[config.mk]
export PLATFORM = sky130hd
export DESIGN_NAME = ogms_ctrl
export DESIGN_NICKNAME = d
export VERILOG_FILES = /design/src/design/ogms_pkg.sv /design/src/design/ogms_ctrl.sv
export SDC_FILE = /design/constraint.sdc
export NUM_CORES = 1
export LEC_CHECK = 0
export BUFFER_PORTS_ARGS = -buffer_cell sky130_fd_sc_hd__buf_4
export CORE_UTILIZATION = 30
export CTS_CLUSTER_SIZE = 24
export DETAILED_ROUTE_END_ITERATION = 16
export PLACE_DENSITY = 0.58
export SETUP_SLACK_MARGIN = 0.02
export SLEW_MARGIN = 25
export SYNTH_ARGS = -nofsm -noshare
export SYNTH_HDL_FRONTEND = slang
export SYNTH_SLANG_ARGS = --single-unit
[constraint.sdc]
create_clock -name clk -period 2.55 [get_ports clk]
set_input_delay 0.765 -clock clk [delete_from_list [all_inputs] [get_ports clk]]
set_output_delay 0.765 -clock clk [all_outputs]
set_load 0.1 [all_outputs]
[src/design/ogms_pkg.sv]
// ----------------------------------------------------------------------------
// Oriented grid max store package
// Sizes, codes, payload types and the command and status bundles that join
// the controller and the datapath.
// ----------------------------------------------------------------------------
package ogms_pkg;

  localparam int MAX_CELLS_X     = 64;
  localparam int MAX_CELLS_Y     = 64;
  localparam int MAX_CELLS_ALPHA = 16;

  localparam int XW = (MAX_CELLS_X > 1) ? $clog2(MAX_CELLS_X) : 1;
  localparam int YW = (MAX_CELLS_Y > 1) ? $clog2(MAX_CELLS_Y) : 1;
  localparam int AW = (MAX_CELLS_ALPHA > 1) ? $clog2(MAX_CELLS_ALPHA) : 1;

  localparam int SXW = XW + 1;
  localparam int SYW = YW + 1;
  localparam int SAW = AW + 1;

  localparam int ADDR_W = XW + YW + AW;
  localparam int DEPTH  = 1 << ADDR_W;

  localparam int REG_W = 7;
  localparam int IDX_W = 2;

  localparam logic [IDX_W-1:0] REG_SIZE_X     = 2'd0;
  localparam logic [IDX_W-1:0] REG_SIZE_Y     = 2'd1;
  localparam logic [IDX_W-1:0] REG_SIZE_ALPHA = 2'd2;

  localparam logic [6:0] SIZE_X_RESET     = 7'd64;
  localparam logic [6:0] SIZE_Y_RESET     = 7'd64;
  localparam logic [4:0] SIZE_ALPHA_RESET = 5'd16;

  localparam logic [2:0] KIND_WRITE    = 3'd0;
  localparam logic [2:0] KIND_WRITE_NB = 3'd1;
  localparam logic [2:0] KIND_READ     = 3'd2;
  localparam logic [2:0] KIND_BEST     = 3'd3;
  localparam logic [2:0] KIND_CLEAR    = 3'd4;

  typedef struct packed {
    logic [2:0]        kind;
    logic signed [7:0] cell_x;
    logic signed [7:0] cell_y;
    logic signed [7:0] cell_alpha;
    logic [7:0]        new_value;
  } item_t;

  typedef struct packed {
    logic        hit;
    logic [7:0]  entry;
    logic [3:0]  best_alpha;
    logic [7:0]  max_entry;
    logic [31:0] cells_filled;
  } result_t;

  typedef struct packed {
    logic             we;
    logic [IDX_W-1:0] index;
    logic [REG_W-1:0] data;
  } cfg_wr_t;

  typedef enum logic [2:0] {
    MODE_NONE,
    MODE_WRITE,
    MODE_WRITE_NB,
    MODE_READ,
    MODE_BEST,
    MODE_CLEAR
  } mode_t;

  typedef struct packed {
    logic load;
    logic issue;
    logic sweep;
    logic out_load;
  } dp_cmd_t;

  typedef struct packed {
    mode_t in_mode;
    logic  last;
    logic  sweep_last;
  } dp_status_t;

endpackage

[src/design/ogms_ctrl.sv]
// ----------------------------------------------------------------------------
// Oriented grid max store controller
// State machine that sequences the clearing sweep, the cell accesses of one
// item and the hand-off to the result register.
// ----------------------------------------------------------------------------
module ogms_ctrl (
  input  logic                 clk,
  input  logic                 rst,
  input  logic                 in_valid,
  output logic                 in_ready,
  output logic                 out_valid,
  input  logic                 out_ready,
  input  ogms_pkg::dp_status_t status,
  output ogms_pkg::dp_cmd_t    cmd
);

  typedef enum logic [5:0] {
    ST_INIT   = 6'b000001,
    ST_IDLE   = 6'b000010,
    ST_RUN    = 6'b000100,
    ST_DRAIN  = 6'b001000,
    ST_CLEAR  = 6'b010000,
    ST_FINISH = 6'b100000
  } state_t;

  state_t state;
  state_t state_next;
  logic   out_valid_next;

  always_comb begin
    state_next     = state;
    cmd            = '0;
    in_ready       = 1'b0;
    out_valid_next = out_valid && !out_ready;
    unique case (state)
      ST_INIT: begin
        cmd.sweep = 1'b1;
        if (status.sweep_last) begin
          state_next = ST_IDLE;
        end
      end
      ST_IDLE: begin
        in_ready = 1'b1;
        if (in_valid) begin
          cmd.load = 1'b1;
          case (status.in_mode)
            ogms_pkg::MODE_CLEAR: state_next = ST_CLEAR;
            ogms_pkg::MODE_NONE:  state_next = ST_FINISH;
            default:              state_next = ST_RUN;
          endcase
        end
      end
      ST_RUN: begin
        cmd.issue = 1'b1;
        if (status.last) begin
          state_next = ST_DRAIN;
        end
      end
      ST_DRAIN: begin
        state_next = ST_FINISH;
      end
      ST_CLEAR: begin
        cmd.sweep = 1'b1;
        if (status.sweep_last) begin
          state_next = ST_FINISH;
        end
      end
      ST_FINISH: begin
        if (!out_valid || out_ready) begin
          cmd.out_load   = 1'b1;
          out_valid_next = 1'b1;
          state_next     = ST_IDLE;
        end
      end
      default: begin
        state_next = ST_IDLE;
      end
    endcase
  end

  always_ff @(posedge clk) begin
    if (rst) begin
      state     <= ST_INIT;
      out_valid <= 1'b0;
    end else begin
      state     <= state_next;
      out_valid <= out_valid_next;
    end
  end

  a_finish_waits: assert property (@(posedge clk) disable iff (rst)
    state == ST_FINISH && out_valid && !out_ready |=> state == ST_FINISH && out_valid)
    else $error("result overwritten before its transfer");

  a_run_ends: assert property (@(posedge clk) disable iff (rst)
    state == ST_RUN && status.last |=> state == ST_DRAIN && !cmd.issue)
    else $error("cell sequence did not stop at its last cell");

endmodule

==> impl_metrics.ini <==
[global_routing]
antenna_found_initial = 0
grt_usage = 0.132
grt_pass1_wl_um = 1320
grt_max_degree = 9
grt_overflow = 0
grt_pass1_vias = 362

[worst_setup_path]
setup.worst_path.start_class = flip-flop
slowest_stage = nor4_4
worst-endpoint-arrival_ns = 1.64
crit_path_max_incr_delay_ns = 0.38
cp_max_fo = 5
cp_top_family = simple AND/OR/NAND/NOR gates
crit_required_ns = 1.79
crit_buf_inv = 1
critPathCaptureType = output port
path_cells = nor4_4, nand3b_1, and2b_1, buf_4
critPathKind = reg2out

[run]
maxCapViolations = 0

[clock_network]
htreeDepth = 1
cts_tree = yes
cts-root-buf = clkbuf_4
clock_path_buffers = 2
cts_buffers = 3
cts-hold-fix-buffers = 0
postCtsSetupBuffers = 0
clk_latency_ns = 0.25
cts_sinks = 7
clk_pin_slew_ns = 0.05

[detailed_routing]
firstDrtPassIters = 3
routedWlPerCell_um = 11.7
avgViaCountPerCell = 5.23
routed-via-count = 424
drtIter0Drc = 3
drc_errors = 0
antenna_left = 0
finalWirelength_um = 945

[placed_design]
place_congestion = 0.700
place_hpwl_um = 723
post-place-ws_ns = 0.302
io_buffers = 14
dpl_cell_area_um2 = 551

[sta]
setup_viol_count_final = 0
post-route-min-period_ns = 2.41
slew_headroom = 0.744
holdWs_ns = 0.535
worst_clock_skew_ns = 0.000777
fmax_mhz = 416
worst_slew_pin_slew_ns = 0.380
period_share = 0.943
setup_ws_ns = 0.145
rsz0062_at_grt = no
finalSetupTns_ns = 0
drv_slew = 0
hold_violations = 0

[finish]
nets = 76
area_delta_synth_final_pct = 37.9
diodes = 0
layout_commonest_cell = buf_4
fillers = 137
layout_common_cells = 14 x buf_4, 7 x dfxtp_1, 5 x a21oi_1, 3 x clkbuf_4
fin_area_um2 = 592
drive_gt1_frac = 0.348

[pwr]
powerDensity_mw_per_mm2 = 516
p_leak_nw = 0.245
power_uw = 306
ir_drop_mv = 0.218

[synthesis]
synth_ff_type = dfxtp_1
netlist_instances = 49
synth_seq_area_share = 0.327
ys_seq_elements = 7
ys_types = 32
synth-edff-count = 0
synth_async_sr_flop_share = 0
yosysWarnings = 0
avgSynthCellArea_um2 = 8.76
syn_area_um2 = 429
syn_nets = 58

[floorplanning]
core-area_mm2 = 0.00132
num_rows = 13
io_pins = 15
die_w_um = 39.8
die_h_um = 39.8
dieArea_mm2 = 0.00159
start_util = 0.326

[run_status]
status = finished, final reports clean

[hold_path]
hold_path_class = reg2reg
[power by group]
group / total, mW / internal [mW] / switching, mW / leakage [nW]
logic: 0.0853 / 0.0315 / 0.0538 / 0.173
registers: 0.120 / 0.114 / 0.00673 / 0.0571
clock network: 0.0999 / 0.0597 / 0.0403 / 0.0150
total: 0.306 / 0.205 / 0.101 / 0.245
[state kept, by name, indices dropped and copies added, names as in the netlist]
name,flops
out_valid,1
state,6
[final timing paths]
kind | to | cells after the start | from | slack, ns
worst min-delay path | out_valid$_SDFF_PP0_ | 2 | out_valid$_SDFF_PP0_ | 0.54
worst max-delay path | cmd[0] | 4 | state[3]$_SDFFE_PP0P_ | 0.14
worst max register to register | state[5]$_SDFFE_PP0P_ | 4 | state[5]$_SDFFE_PP0P_ | 1.05
worst min register to register | out_valid$_SDFF_PP0_ | 2 | out_valid$_SDFF_PP0_ | 0.54
[synthesized netlist by cell type, types with 2 or more instances]
| cell | count | area share |
|---|---|---|
| a21oi_1 | 5 | 0.058 |
| dfxtp_1 | 7 | 0.33 |
| nand2_1 | 2 | 0.017 |
| nand3b_1 | 2 | 0.035 |
| nor2_1 | 2 | 0.017 |
| nor2b_1 | 2 | 0.029 |
| nor3_1 | 2 | 0.023 |
| o21ai_0 | 2 | 0.023 |
| or4_1 | 2 | 0.035 |
[stage by stage]
stage / cells / util
6_report: 81 / 0.449
5_1_grt: 81 / 0.449
3_3_place_gp: 77 / 0.418
3_5_place_dp: 77 / 0.418
2_1_floorplan: 49 / -
4_1_cts: 81 / 0.438
[area by class of cell]
type,instances,area [um^2],share of cell area
clock buffers,4,26.3,0.0444
inverters,1,3.75,0.00634
multi-input cells,40,298,0.503
flip-flops and latches,7,140,0.237
well taps,15,18.8,0.0317
repair buffers,14,105,0.178
[tightest hold or removal path: cells and delay by family, from the launching register on]
| family | cells | cell delay [ns] |
|---|---|---|
| and+or+nand+nor | 1 | 0.10 |
| DFF | 1 | 0.31 |
| AOI/OAI and AO/OA | 1 | 0.07 |
[cells by family (layout without fill, tap and decap cells)]
family,Yosys count,count (layout),share of synthesized area
XOR/XNOR,3,3,0.0787
buffers and inverters,2,19,0.0204
AND/OR/NAND/NOR,27,27,0.440
flip-flops,7,7,0.327
AO/OA/AOI/OAI,10,10,0.134
[what timing repair did]
item	CTS	global route
hold endpoints to repair	0	0
endpoints found under the setup margin	0	2
resized for setup	0	2
[layer usage]
metal,track usage,vias up,share of wire
met4,0.138,0,0.014
met2,0.209,12,0.53
met3,0.0170,4,0.035
li1,-,217,-
met5,0,-,0
met1,0.144,191,0.42
Note: power is estimated with default switching activity, not from simulation.
